$ cat config.mk
export PLATFORM = sky130hd
export DESIGN_NAME = shifting_fifo_queue_with_search_top
export DESIGN_NICKNAME = d
export VERILOG_FILES = /design/src/hw/rtl/sfq_pkg.sv /design/src/hw/rtl/sfq_ram.sv /design/src/hw/rtl/sfq_ctrl.sv /design/src/hw/rtl/shifting_fifo_queue_with_search_top.sv
export SDC_FILE = /design/constraint.sdc
export NUM_CORES = 1
export LEC_CHECK = 0
export BUFFER_PORTS_ARGS = -buffer_cell sky130_fd_sc_hd__buf_2
export CORE_ASPECT_RATIO = 0.9
export CORE_MARGIN = 4
export CORE_UTILIZATION = 48
export DETAILED_ROUTE_END_ITERATION = 8
export HOLD_SLACK_MARGIN = 0.05
export PLACE_DENSITY = 0.72
export SYNTH_ARGS = -nofsm -noshare
export SYNTH_HDL_FRONTEND = slang
export SYNTH_HIERARCHICAL = 1
export SYNTH_SLANG_ARGS = --single-unit
$ cat constraint.sdc
create_clock -name clk -period 7.2 [get_ports clk]
set_input_delay 0.36 -clock clk [delete_from_list [all_inputs] [get_ports clk]]
set_output_delay 0.36 -clock clk [all_outputs]
set_load 0.02 [all_outputs]
$ cat src/hw/rtl/sfq_pkg.sv
`default_nettype none
// ============================================================================
// sfq_pkg
// Shared types and constants for the bounded search queue.
// ============================================================================
package sfq_pkg;

    localparam int DEPTH    = 16;
    localparam int ADDR_W   = (DEPTH > 1) ? $clog2(DEPTH) : 1;
    localparam int CNT_W    = $clog2(DEPTH + 1);
    localparam int CAP_W    = 5;
    localparam int CMP_W    = (CNT_W > CAP_W) ? CNT_W : CAP_W;
    localparam int WORD_W   = 32;
    localparam int OP_W     = 2;
    localparam int STATUS_W = 2;
    localparam int COUNT_W  = 5;

    localparam logic [CAP_W-1:0] CAP_RESET = CAP_W'(16);

    localparam logic [OP_W-1:0] OP_ENQUEUE = 2'd0;
    localparam logic [OP_W-1:0] OP_DEQUEUE = 2'd1;
    localparam logic [OP_W-1:0] OP_SEARCH  = 2'd2;

    localparam logic [STATUS_W-1:0] ST_OK        = 2'd0;
    localparam logic [STATUS_W-1:0] ST_OVERFLOW  = 2'd1;
    localparam logic [STATUS_W-1:0] ST_UNDERFLOW = 2'd2;

    localparam logic [WORD_W-1:0] DATA_UNDERFLOW = '1;

    typedef enum logic [1:0] {
        S_IDLE,
        S_READ,
        S_SCAN,
        S_HOLD
    } state_t;

    typedef struct packed {
        logic signed [WORD_W-1:0] data;
        logic                     found;
        logic [STATUS_W-1:0]      status;
        logic [COUNT_W-1:0]       count;
    } res_t;

    typedef struct packed {
        logic              we;
        logic [ADDR_W-1:0] waddr;
        logic [WORD_W-1:0] wdata;
        logic [ADDR_W-1:0] raddr;
    } ram_req_t;

endpackage
`default_nettype wire

$ cat src/hw/rtl/sfq_ram.sv
`default_nettype none
// ============================================================================
// sfq_ram
// Generic single-write, single-read memory with a registered read port.
// ============================================================================
module sfq_ram #(
    parameter int WIDTH = 32,
    parameter int DEPTH = 16,
    parameter int AW    = (DEPTH > 1) ? $clog2(DEPTH) : 1
) (
    input  wire logic             clk,
    input  wire logic             we,
    input  wire logic [AW-1:0]    waddr,
    input  wire logic [WIDTH-1:0] wdata,
    input  wire logic [AW-1:0]    raddr,
    output logic      [WIDTH-1:0] rdata
);

    logic [WIDTH-1:0] mem [DEPTH];

    always_ff @(posedge clk)
    begin
        if (we)
        begin
            mem[waddr] <= wdata;
        end
        rdata <= mem[raddr];
    end

endmodule
`default_nettype wire

$ cat src/hw/rtl/sfq_ctrl.sv
`default_nettype none
// ============================================================================
// sfq_ctrl
// Sequencer for the queue: keeps head and count, drives the entry memory,
// scans it for searches and parks a finished result while the output is full.
// ============================================================================
module sfq_ctrl
    import sfq_pkg::*;
(
    input  wire logic                     clk,
    input  wire logic                     rst_n,
    input  wire logic                     in_valid,
    output logic                          in_stall,
    input  wire logic [OP_W-1:0]          operation,
    input  wire logic signed [WORD_W-1:0] value,
    input  wire logic [CAP_W-1:0]         capacity,
    input  wire logic                     out_free,
    output logic                          res_valid,
    output res_t                          res,
    output ram_req_t                      ram_req,
    input  wire logic [WORD_W-1:0]        ram_rdata
);

    state_t            state_reg, state_next;
    logic [ADDR_W-1:0] head_reg, head_next;
    logic [CNT_W-1:0]  count_reg, count_next;
    logic [CNT_W-1:0]  scan_reg, scan_next;
    logic              rd_valid_reg, rd_valid_next;
    logic              rd_last_reg, rd_last_next;
    logic              found_reg, found_next;
    logic [WORD_W-1:0] value_reg, value_next;
    res_t              pend_reg, pend_next;

    logic              accept;
    logic              fin;
    res_t              fin_res;
    logic              hit;
    logic              full;
    logic [CMP_W-1:0]  eff_cap;
    logic [ADDR_W-1:0] head_inc;
    logic [ADDR_W:0]   tail_sum;
    logic [ADDR_W:0]   scan_sum;
    logic [ADDR_W-1:0] tail_addr;
    logic [ADDR_W-1:0] scan_addr;

    always_comb
    begin
        eff_cap = (CMP_W'(capacity) > CMP_W'(DEPTH)) ? CMP_W'(DEPTH) : CMP_W'(capacity);
        full    = (CMP_W'(count_reg) >= eff_cap);

        head_inc = (head_reg == ADDR_W'(DEPTH - 1)) ? '0 : head_reg + ADDR_W'(1);

        tail_sum  = {1'b0, head_reg} + (ADDR_W + 1)'(count_reg);
        tail_addr = (tail_sum >= (ADDR_W + 1)'(DEPTH))
                    ? ADDR_W'(tail_sum - (ADDR_W + 1)'(DEPTH)) : ADDR_W'(tail_sum);

        scan_sum  = {1'b0, head_reg} + (ADDR_W + 1)'(scan_reg);
        scan_addr = (scan_sum >= (ADDR_W + 1)'(DEPTH))
                    ? ADDR_W'(scan_sum - (ADDR_W + 1)'(DEPTH)) : ADDR_W'(scan_sum);
    end

    always_ff @(posedge clk or negedge rst_n)
    begin
        if (!rst_n)
        begin
            state_reg    <= S_IDLE;
            head_reg     <= '0;
            count_reg    <= '0;
            rd_valid_reg <= 1'b0;
            rd_last_reg  <= 1'b0;
        end
        else
        begin
            state_reg    <= state_next;
            head_reg     <= head_next;
            count_reg    <= count_next;
            rd_valid_reg <= rd_valid_next;
            rd_last_reg  <= rd_last_next;
        end
    end

    always_ff @(posedge clk)
    begin
        scan_reg  <= scan_next;
        found_reg <= found_next;
        value_reg <= value_next;
        pend_reg  <= pend_next;
    end

    always_comb
    begin
        state_next    = state_reg;
        head_next     = head_reg;
        count_next    = count_reg;
        scan_next     = scan_reg;
        rd_valid_next = 1'b0;
        rd_last_next  = 1'b0;
        found_next    = found_reg;
        value_next    = value_reg;
        pend_next     = pend_reg;

        in_stall = (state_reg != S_IDLE);
        accept   = in_valid && !in_stall;
        hit      = rd_valid_reg && (ram_rdata == value_reg);

        ram_req.we    = 1'b0;
        ram_req.waddr = tail_addr;
        ram_req.wdata = value;
        ram_req.raddr = head_reg;

        fin            = 1'b0;
        fin_res.data   = '0;
        fin_res.found  = 1'b0;
        fin_res.status = ST_OK;
        fin_res.count  = '0;

        res_valid = 1'b0;
        res       = pend_reg;

        case (state_reg)
            S_IDLE:
            begin
                if (accept)
                begin
                    value_next = value;
                    case (operation)
                        OP_ENQUEUE:
                        begin
                            fin = 1'b1;
                            if (full)
                            begin
                                fin_res.status = ST_OVERFLOW;
                            end
                            else
                            begin
                                ram_req.we = 1'b1;
                                count_next = count_reg + CNT_W'(1);
                            end
                        end
                        OP_DEQUEUE:
                        begin
                            if (count_reg == '0)
                            begin
                                fin            = 1'b1;
                                fin_res.data   = DATA_UNDERFLOW;
                                fin_res.status = ST_UNDERFLOW;
                            end
                            else
                            begin
                                head_next  = head_inc;
                                count_next = count_reg - CNT_W'(1);
                                state_next = S_READ;
                            end
                        end
                        OP_SEARCH:
                        begin
                            if (count_reg == '0)
                            begin
                                fin = 1'b1;
                            end
                            else
                            begin
                                scan_next     = CNT_W'(1);
                                rd_valid_next = 1'b1;
                                rd_last_next  = (count_reg == CNT_W'(1));
                                found_next    = 1'b0;
                                state_next    = S_SCAN;
                            end
                        end
                        default:
                        begin
                            fin = 1'b1;
                        end
                    endcase
                end
            end
            S_READ:
            begin
                fin          = 1'b1;
                fin_res.data = ram_rdata;
            end
            S_SCAN:
            begin
                ram_req.raddr = scan_addr;
                found_next    = found_reg || hit;
                if (scan_reg < count_reg)
                begin
                    rd_valid_next = 1'b1;
                    rd_last_next  = (scan_reg == count_reg - CNT_W'(1));
                    scan_next     = scan_reg + CNT_W'(1);
                end
                if (rd_valid_reg && rd_last_reg)
                begin
                    fin           = 1'b1;
                    fin_res.found = found_reg || hit;
                end
            end
            S_HOLD:
            begin
                if (out_free)
                begin
                    res_valid  = 1'b1;
                    res        = pend_reg;
                    state_next = S_IDLE;
                end
            end
            default:
            begin
                state_next = S_IDLE;
            end
        endcase

        fin_res.count = COUNT_W'(count_next);

        if (fin)
        begin
            if (out_free)
            begin
                res_valid  = 1'b1;
                res        = fin_res;
                state_next = S_IDLE;
            end
            else
            begin
                pend_next  = fin_res;
                state_next = S_HOLD;
            end
        end
    end

`ifndef ASSERT_OFF
    a_count_bound: assert property (@(posedge clk) disable iff (!rst_n)
        count_reg <= CNT_W'(DEPTH))
        else $error("stored count exceeds the queue depth");

    a_park_on_full: assert property (@(posedge clk) disable iff (!rst_n)
        (fin && !out_free) |=> (state_reg == S_HOLD))
        else $error("finished item was not parked while the output was full");

    a_read_from_dequeue: assert property (@(posedge clk) disable iff (!rst_n)
        (state_reg == S_READ) |-> $past(accept && (operation == OP_DEQUEUE)))
        else $error("read wait entered without an accepted dequeue");

    a_hold_no_result: assert property (@(posedge clk) disable iff (!rst_n)
        (state_reg == S_HOLD && !out_free) |-> !res_valid)
        else $error("parked result released into a full output register");

    a_scan_count_stable: assert property (@(posedge clk) disable iff (!rst_n)
        (state_reg == S_SCAN && $past(state_reg == S_SCAN)) |-> $stable(count_reg))
        else $error("stored count changed during a search");
`endif

endmodule
`default_nettype wire

$ cat src/hw/rtl/shifting_fifo_queue_with_search_top.sv
`default_nettype none
// ============================================================================
// shifting_fifo_queue_with_search_top
// Bounded first-in first-out queue of signed words with search by value.
// ============================================================================
//
//  Channel  Handshake               Payload
//  -------  ----------------------  ------------------------------
//  in       in_valid / in_stall     operation, value
//  out      out_valid / out_stall   data, found, status, count
//  cfg      cfg_wr_en               cfg_wr_data (capacity)
//
//  Enqueue, rejected operations and a search of an empty queue finish
//  from the idle state; a dequeue passes through a read-wait state for the
//  registered read of the head word. A search walks the entry memory
//  through its single read port, one word per cycle.
//  Reset empties the queue and sets the capacity to 16; the memory is not
//  cleared, since only written words are ever read.
//  While the output register holds an untaken result, one more item is
//  accepted and processed; its result waits until the register frees.
//
module shifting_fifo_queue_with_search_top
    import sfq_pkg::*;
(
    input  wire logic                     clk,
    input  wire logic                     rst_n,
    input  wire logic                     in_valid,
    output logic                          in_stall,
    input  wire logic [OP_W-1:0]          operation,
    input  wire logic signed [WORD_W-1:0] value,
    output logic                          out_valid,
    input  wire logic                     out_stall,
    output logic signed [WORD_W-1:0]      data,
    output logic                          found,
    output logic [STATUS_W-1:0]           status,
    output logic [COUNT_W-1:0]            count,
    input  wire logic                     cfg_wr_en,
    input  wire logic [CAP_W-1:0]         cfg_wr_data
);

    logic [CAP_W-1:0]  cap_reg, cap_next;
    logic              out_valid_reg, out_valid_next;
    res_t              out_reg, out_next;

    logic              out_free;
    logic              res_valid;
    res_t              res;
    ram_req_t          ram_req;
    logic [WORD_W-1:0] ram_rdata;

    assign out_free = !out_valid_reg || !out_stall;

    always_comb
    begin
        cap_next       = cfg_wr_en ? cfg_wr_data : cap_reg;
        out_valid_next = out_valid_reg;
        out_next       = out_reg;
        if (res_valid)
        begin
            out_valid_next = 1'b1;
            out_next       = res;
        end
        else if (!out_stall)
        begin
            out_valid_next = 1'b0;
        end
    end

    always_ff @(posedge clk or negedge rst_n)
    begin
        if (!rst_n)
        begin
            cap_reg       <= CAP_RESET;
            out_valid_reg <= 1'b0;
        end
        else
        begin
            cap_reg       <= cap_next;
            out_valid_reg <= out_valid_next;
        end
    end

    always_ff @(posedge clk)
    begin
        out_reg <= out_next;
    end

    assign out_valid = out_valid_reg;
    assign data      = out_reg.data;
    assign found     = out_reg.found;
    assign status    = out_reg.status;
    assign count     = out_reg.count;

    sfq_ctrl u_ctrl (
        .clk       (clk),
        .rst_n     (rst_n),
        .in_valid  (in_valid),
        .in_stall  (in_stall),
        .operation (operation),
        .value     (value),
        .capacity  (cap_reg),
        .out_free  (out_free),
        .res_valid (res_valid),
        .res       (res),
        .ram_req   (ram_req),
        .ram_rdata (ram_rdata)
    );

    sfq_ram #(
        .WIDTH (WORD_W),
        .DEPTH (DEPTH),
        .AW    (ADDR_W)
    ) u_ram (
        .clk   (clk),
        .we    (ram_req.we),
        .waddr (ram_req.waddr),
        .wdata (ram_req.wdata),
        .raddr (ram_req.raddr),
        .rdata (ram_rdata)
    );

endmodule
`default_nettype wire
==> results by group, run 1 <==
Run status
  – Outcome: completed

Detailed routing
  – Routed Antenna Nets: 0
  – Vias: roughly 13000
  – DRT Pass-1 Iters: 5
  – Drt drc: 0
  – Wire length per cell: around 24 µm
  – DRT Wirelength: around 54000 µm
  – Post-DR vias/cell: around 5.8
  – Initial DRC Count: around 1300

Floorplan
  – Die ar.: 0.0598 mm²
  – Number of primary I/O pins: 86
  – Die width: roughly 260 µm
  – Core Area: 0.0548 mm²
  – Std-Cell Rows: 81
  – Chip height: between 200 and 250 µm
  – Initial Util: between 40% and 50%

Clock network
  – Post_cts resized: 0
  – Clock Root Buffer: clkbuf_16
  – Clk slew on worst S/H paths: roughly 0.06 ns
  – TritonCTS clock tree: built
  – CTS H-Tree Depth: 3
  – Clk_lat worst skew: around 0.60 ns
  – Clk sink count: 681
  – CTS max path bufs: 3
  – Total CTS buffers: 67

Critical path
  – R2R Path Start: u_ctrl/count_reg[0]
  – Cell depth of the worst flop-to-flop path: 8
  – CP Launch Type: flop
  – Most frequent CP cell: nor2b_1
  – Worst path slowest cell: nor2_4
  – Reg2reg end: u_ram/mem[5][16]
  – Worst reg2reg setup slack: 3.18 ns
  – Crit path largest cell delay: 1.10 ns
  – Worst Path Required: roughly 7.4 ns
  – CP max FO: 32
  – Setup CP Type: flop to flop
  – CP endpoint kind: flop
  – Crit path cell chain: inv_1 -> ha_1 -> nor2b_1 -> o21ai_0 -> a21oi_1 -> nor2b_1 -> nand3b_1 -> nor2_4
  – Worst endpoint data arrival time: 4.21 ns
  – Family with the most delay on the worst path: simple AND/OR/NAND/NOR gates
  – WP buf/inv: 1

Layout
  – Most frequent cells in the layout: edfxtp_1, mux4_2, buf_2
  – Final #Nets: approximately 1500
  – Footprint of the multi-input gates: roughly 0.0063 mm²
  – Layout area overhead: 12.3%
  – Commonest non-fill, non-tap cell in the layout: edfxtp_1
  – Seq. cell area: 0.0200 mm²
  – Share of cells above drive strength 1: 26.8%
  – Fillcell total: about 4100
  – Max reg flops: 512

Synthesis
  – Top cells by area, synth: edfxtp_1, mux4_2, dfxtp_1
  – Syn avg cell area: just under 20 µm²
  – Mapped cell area: between 0.02 and 0.03 mm²
  – Syn. warnings: 6
  – Synth unique cells: 55
  – Synth Net Count: approximately 1400
  – Area leader, netlist: edfxtp_1
  – Async set-reset flop share out of synthesis: ~2.8%
  – Synth Flop Type: edfxtp_1
  – Sequential share of the synthesized area: approximately 75%
  – Syn Inst Count: approximately 1400
  – Post-synth EDFFs: between 600 and 700
  – Area fraction of the dominant cell type after synthesis: between 70% and 80%
  – Synth Register Bits: 681

Timing
  – Fin worst setup slack: roughly 3.2 ns
  – Max Clk Rate: around 250 MHz
  – Min Tclk post-route: approximately 4 ns
  – Worst Max-Slew Pin Slew: between 1 and 1.5 ns
  – Slew HR: around 13%
  – Worst Clk Skew: 0.0216 ns
  – Setup Total Neg Slack: 0 ns
  – Final hold vios: 0
  – Final slew viol count: 0
  – RSZ-0062 raised after global routing: false
  – Final worst-path cycle share: around 56%
  – Finish-stage setup viols: 0

Placed design
  – Number of port buffers: 85
  – Place WS: roughly 3.2 ns
  – RD Place Congestion: 0.829
  – Hpwl dp: around 32000 µm

Min path
  – Worst hold stages: 2
  – HP Start: cfg_wr_en
  – WHS Endpoint: cap_reg[2]
  – Hold Path Class: input port to flop

Pwr
  – PD cells: around 430 mW/mm²
  – Pleak: 10.1 nW
  – VDD IR max: approximately 0.00029 V

Global routing
  – Global route overflow: 0
  – GRT Total Usage: 18.3%
  – Vias in the first global route: between 10000 and 15000
  – First-pass GRT wire length: 82700 µm
  – Initial antenna violation count: 1
  – Largest net degree at the start of global routing: 71

Job
  – Max-Cap Viols: 0
-- per-layer routing --
| metal | vias to the layer above | global-route usage (%) | share of wire [%] |
|---|---|---|---|
| li1 | 5623 | - | - |
| met5 | - | 0 | 0 |
| met3 | 78 | 4.15 | 8.2 |
| met4 | 0 | 3.88 | 1.6 |
| met2 | 538 | 28.3 | 47 |
| met1 | 6808 | 27.3 | 43 |
-- layout make-up --
class,instances,area share [%]
Antenna cell,1,0.00830
Clock buffer,93,6.51
Clock inverter,26,0.672
Inverter,17,0.212
Multi-Input combinational cell,566,20.9
Sequential cell,681,66.4
Tap cell,747,3.10
Timing Repair Buffer,112,2.18
-- how the worst max path moves through the flow --
stage / startpoint / end / slack (ns) / depth (start not counted)
after global routing: u_ctrl/count_reg[0] / u_ram/mem[11][14] / 2.94 / 9
final: u_ctrl/count_reg[0] / u_ram/mem[5][16] / 3.18 / 8
after global placement: u_ctrl/count_reg[0] / u_ram/mem[11][26] / 3.32 / 9
after detailed placement: u_ctrl/count_reg[0] / u_ram/mem[11][29] / 3.24 / 9
after CTS: u_ctrl/count_reg[0] / u_ram/mem[11][14] / 3.23 / 9
after floorplan: u_ctrl/state_reg[0] / u_ram/mem[0][0] / 2.11 / 7
-- synthesized netlist by cell type (10+ instances only) --
| cell | instances |
|---|---|
| edfxtp_1 | 630 |
| mux4_2 | 128 |
| nand2_1 | 67 |
| a22oi_1 | 66 |
| buf_4 | 42 |
| a21o_1 | 40 |
| dfxtp_1 | 32 |
| nor2_1 | 32 |
| mux2_4 | 28 |
| clkbuf_1 | 27 |
| xnor2_1 | 27 |
| ha_1 | 24 |
| xor2_1 | 20 |
| dfrtp_1 | 18 |
| inv_1 | 16 |
| buf_2 | 15 |
| o21ai_0 | 14 |
| mux2_2 | 13 |
| nand3_1 | 13 |
| buf_1 | 10 |
| nor2b_1 | 10 |
| nor3_1 | 10 |
-- repair_timing --
action / 4_1_cts / 5_1_grt
buffers inserted: 0 / 0
hold buffers: 7 / 0
hold endpoints to repair: 24 / 0
-- report_power, final --
part / internal [mW] / switching [mW] / total [mW] / leakage (nW)
Clock: 2.01 / 1.40 / 3.41 / 1.07
Combinational: 1.98 / 2.41 / 4.39 / 2.87
Sequential: 4.79 / 0.341 / 5.13 / 6.19
-- through the flow --
stage	total power, mW	instances	cell area [µm²]	hold WS [ns]	util [%]
6_report	12.9	2243	30200	0.108	55.0
5_1_grt	13.6	2242	30200	0.105	55.0
3_3_place_gp	9.54	2116	27900	0.347	50.9
2_1_floorplan	8.48	1364	26900	0.0644	-
3_5_place_dp	9.62	2116	27900	0.349	50.9
4_1_cts	13.0	2242	30200	0.0830	55.0
-- kinds of logic after synthesis --
kind of cell	count (synthesis)	share of synthesized area, %
compound gates	158	4.25
xor+xnor	47	1.53
fa+ha+maj	26	1.27
buf+inv	117	2.56
flops	681	74.6
mux	172	13.0
simple gates	163	2.83
No activity file was read; power rests on OpenSTA's default activity.
==> run 2, diff against run 1 <==
--- a/config.mk
+++ b/config.mk
@@ -5,13 +5,14 @@
 export SDC_FILE = /design/constraint.sdc
 export NUM_CORES = 1
 export LEC_CHECK = 0
+export ABC_AREA = 1
 export BUFFER_PORTS_ARGS = -buffer_cell sky130_fd_sc_hd__buf_2
 export CORE_ASPECT_RATIO = 0.9
 export CORE_MARGIN = 4
 export CORE_UTILIZATION = 48
 export DETAILED_ROUTE_END_ITERATION = 8
 export HOLD_SLACK_MARGIN = 0.05
-export PLACE_DENSITY = 0.72
+export PLACE_DENSITY = 0.74
 export SYNTH_ARGS = -nofsm -noshare
 export SYNTH_HDL_FRONTEND = slang
 export SYNTH_HIERARCHICAL = 1
==> constraint.sdc (replaced) <==
create_clock -name clk -period 3.4 [get_ports clk]
set_input_delay 0.17 -clock clk [delete_from_list [all_inputs] [get_ports clk]]
set_output_delay 0.17 -clock clk [all_outputs]
set_load 0.02 [all_outputs]
==> run 2 against run 1 <==
- count of clock-buffer cells in the layout is 3 lower
- largest power group is now combinational logic
- power grew 130%
- area after synthesis grew 11%
- highest routed layer unchanged
- critical path type unchanged
- die area up 11%
- combinational power increased to 2.8 times the previous value
- wire length rose by 30%
- critical endpoint is now u_ram/mem[14][17]
- cell count rose by 72%
- non-clock buffer count increased by 94
- largest cell class unchanged
==> results by group, run 2 <==
Global routing
  – Grt met3 use: between 4 and 5%
  – GRT Total Usage: 21.1%
  – Largest net degree at the start of global routing: 114
  – Routing usage on met2: 32.2%
  – First-pass GRT wire length: about 110000 µm
  – Global route overflow: 0
  – Initial antenna violation count: 3
  – Vias in the first global route: 18500
  – GRT busiest layer: met2
  – Met1 Track Usage GR: between 30% and 40%

Critical path
  – Reg2reg end: u_ram/mem[14][17]
  – Worst setup path end: u_ram/mem[14][17]
  – R2R Path Start: cap_reg[0]
  – Cell depth of the worst flop-to-flop path: 14
  – Setup CP Type: flop to flop
  – CP Launch Type: flop
  – CP endpoint kind: flop
  – CP startpoint: cap_reg[0]
  – CP max FO: 14
  – Worst endpoint data arrival time: between 3 and 4 ns
  – Worst reg2reg setup slack: around 0.21 ns
  – Worst Path Required: roughly 3.7 ns

Run status
  – Outcome: completed

Clock network
  – Clk_lat worst skew: ~0.60 ns
  – Post_cts resized: 0
  – CTS max path bufs: 3
  – # Post-CTS Setup Buffers: 0
  – Total CTS buffers: 69
  – Post-CTS Hold Fix Bufs: 39
  – Clk sink count: around 700
  – CTS H-Tree Depth: 3
  – Clock Root Buffer: clkbuf_16
  – TritonCTS clock tree: built
  – Clk slew on worst S/H paths: approximately 0.06 ns

Timing
  – Worst Clk Skew: between 0.015 and 0.02 ns
  – RSZ-0062 raised after global routing: false
  – Final hold vios: 0
  – Final slew viol count: 0
  – Worst Max-Slew Pin Slew: between 0.7 and 0.8 ns
  – Slew HR: roughly half
  – Finish-stage setup viols: 0
  – Max Clk Rate: approximately 310 MHz
  – Final worst-path cycle share: ~94%
  – Min Tclk post-route: around 3.2 ns

Synthesis
  – Synth cell count leaders: nand2_1, edfxtp_1, inv_1
  – Synth unique cells: between 40 and 50
  – Area fraction of the dominant cell type after synthesis: a little over three fifths
  – Most common cell in the netlist: nand2_1
  – Syn Inst Count: 2839
  – Async set-reset flop share out of synthesis: 2.79%
  – Sequential share of the synthesized area: between 60% and 70%
  – Syn. warnings: 6
  – Syn avg cell area: between 10 and 15 µm²
  – Post-synth EDFFs: 630
  – Synth Net Count: 2909
  – Area leader, netlist: edfxtp_1
  – Synth Register Bits: 681
  – Top cells by area, synth: edfxtp_1, nand2_1, nand3_1
  – Synth Flop Type: edfxtp_1
  – Mapped cell area: 0.0299 mm²

Detailed routing
  – Post-DR vias/cell: about 5.2
  – DRT Wirelength: ~71000 µm
  – Routed Antenna Nets: 0
  – DRT Pass-1 Iters: 5
  – Drt drc: 0
  – Vias: roughly 20000
  – Initial DRC Count: approximately 2300
  – Wire length per cell: approximately 18 µm

Layout
  – Fillcell total: a little under 5000
  – Commonest non-fill, non-tap cell in the layout: nand2_1
  – Most frequent cells in the layout: nand2_1, edfxtp_1, inv_1
  – Seq. cell area: between 0.02 and 0.025 mm²
  – Final #Nets: around 3000
  – Max reg flops: a little over 500
  – Share of cells above drive strength 1: between 10% and 20%
  – Footprint of the multi-input gates: just over 0.007 mm²
  – Layout area overhead: 14.2%
  – Final Non-Filler Cells: 3854

Job
  – Max-Cap Viols: 0

Placed design
  – Placed Cells: about 3700
  – Number of port buffers: 85
  – RD Place Congestion: just under 0.9
  – Hpwl dp: approximately 46000 µm

Floorplan
  – Number of primary I/O pins: between 80 and 90
  – Initial Util: between 40% and 50%
  – Die ar.: 0.0663 mm²
  – Die width: around 270 µm
  – Core Area: between 0.06 and 0.07 mm²
  – Chip height: around 240 µm
  – Std-Cell Rows: 86

Pwr
  – PD cells: between 800 and 900 mW/mm²
  – VDD IR max: ~0.00098 V
  – Pleak: 14.6 nW
  – Design Power: approximately 30 mW

Min path
  – Hold Path Class: input port to flop
  – Worst hold stages: 1
[run 2: cell count changes after synthesis, sizes merged, moves of 41 or more]
| cell | delta |
|---|---|
| buf | +62 |
| nand2 | +779 |
| o21ai | +56 |
| nand3 | +409 |
| inv | +484 |
| a22oi | -66 |
| mux2 | -41 |
| mux4 | -128 |
[run 2: final cells by class]
type,instances,share of cell area [%]
flip-flops and latches,681,58.7
multi-input cells,1502,20.7
repair buffers,206,5.62
inverters,501,5.57
clock buffers,90,5.56
well taps,836,3.06
clock inverters,37,0.821
diodes,1,0.00733
[run 2: stage by stage]
stage | TNS, ns | hold slack (ns) | area (µm²) | setup slack [ns] | utilization (%)
after floorplan | -149.82 | -0.126 | 29900 | -0.393 | -
after global placement | 0 | 0.152 | 31600 | 0.300 | 51.4
after detailed placement | 0 | 0.160 | 31600 | 0.280 | 51.4
after CTS | 0 | 0.0504 | 34100 | 0.231 | 55.6
after global routing | 0 | 0.0573 | 34100 | 0.0557 | 55.6
final | 0 | 0.0772 | 34100 | 0.209 | 55.6
[run 2: per-layer routing]
layer  vias up  wire, µm
met5         -         0
met4         0      1600
met3       134      7300
met2       979     31600
met1      9452     30400
li1       9410         -
[run 2: kinds of logic after synthesis]
logic type	synth area share, %
and+or+nand+nor	19.3
buffers and inverters	9.94
xor gates and xnor gates	0.762
AOI/OAI and AO/OA	1.76
DFF	67.1
adders and majority gates	1.14
[run 2: worst min path at each step]
stage	start	end	slack, ns
final	value[7]	u_ram/mem[8][7]	0.08
after global routing	value[7]	u_ctrl/value_reg[7]	0.06
after CTS	value[15]	u_ram/mem[0][15]	0.05
after detailed placement	rst_n	cap_reg[0]	0.16
after global placement	rst_n	cap_reg[2]	0.15
after floorplan	rst_n	cap_reg[0]	-0.13
[run 2: critical path: stages, from the launching register on]
cell	delay (ns)
dfrtp_1	0.40
o41ai_1	0.36
buf_4	0.17
nand2_1	0.06
ha_1	0.31
nand2_1	0.09
a21oi_1	0.06
nor2_1	0.20
nand3_1	0.18
nor2_1	0.21
buf_4	0.21
nand3_1	0.08
buf_4	0.18
nor2_4	0.13
buf_4	0.24
[run 2: power by group]
part	switching, mW	internal [mW]	total (mW)
combinational	8.51	3.59	12.1
clock	3.07	4.19	7.26
sequential	0.509	10.2	10.8
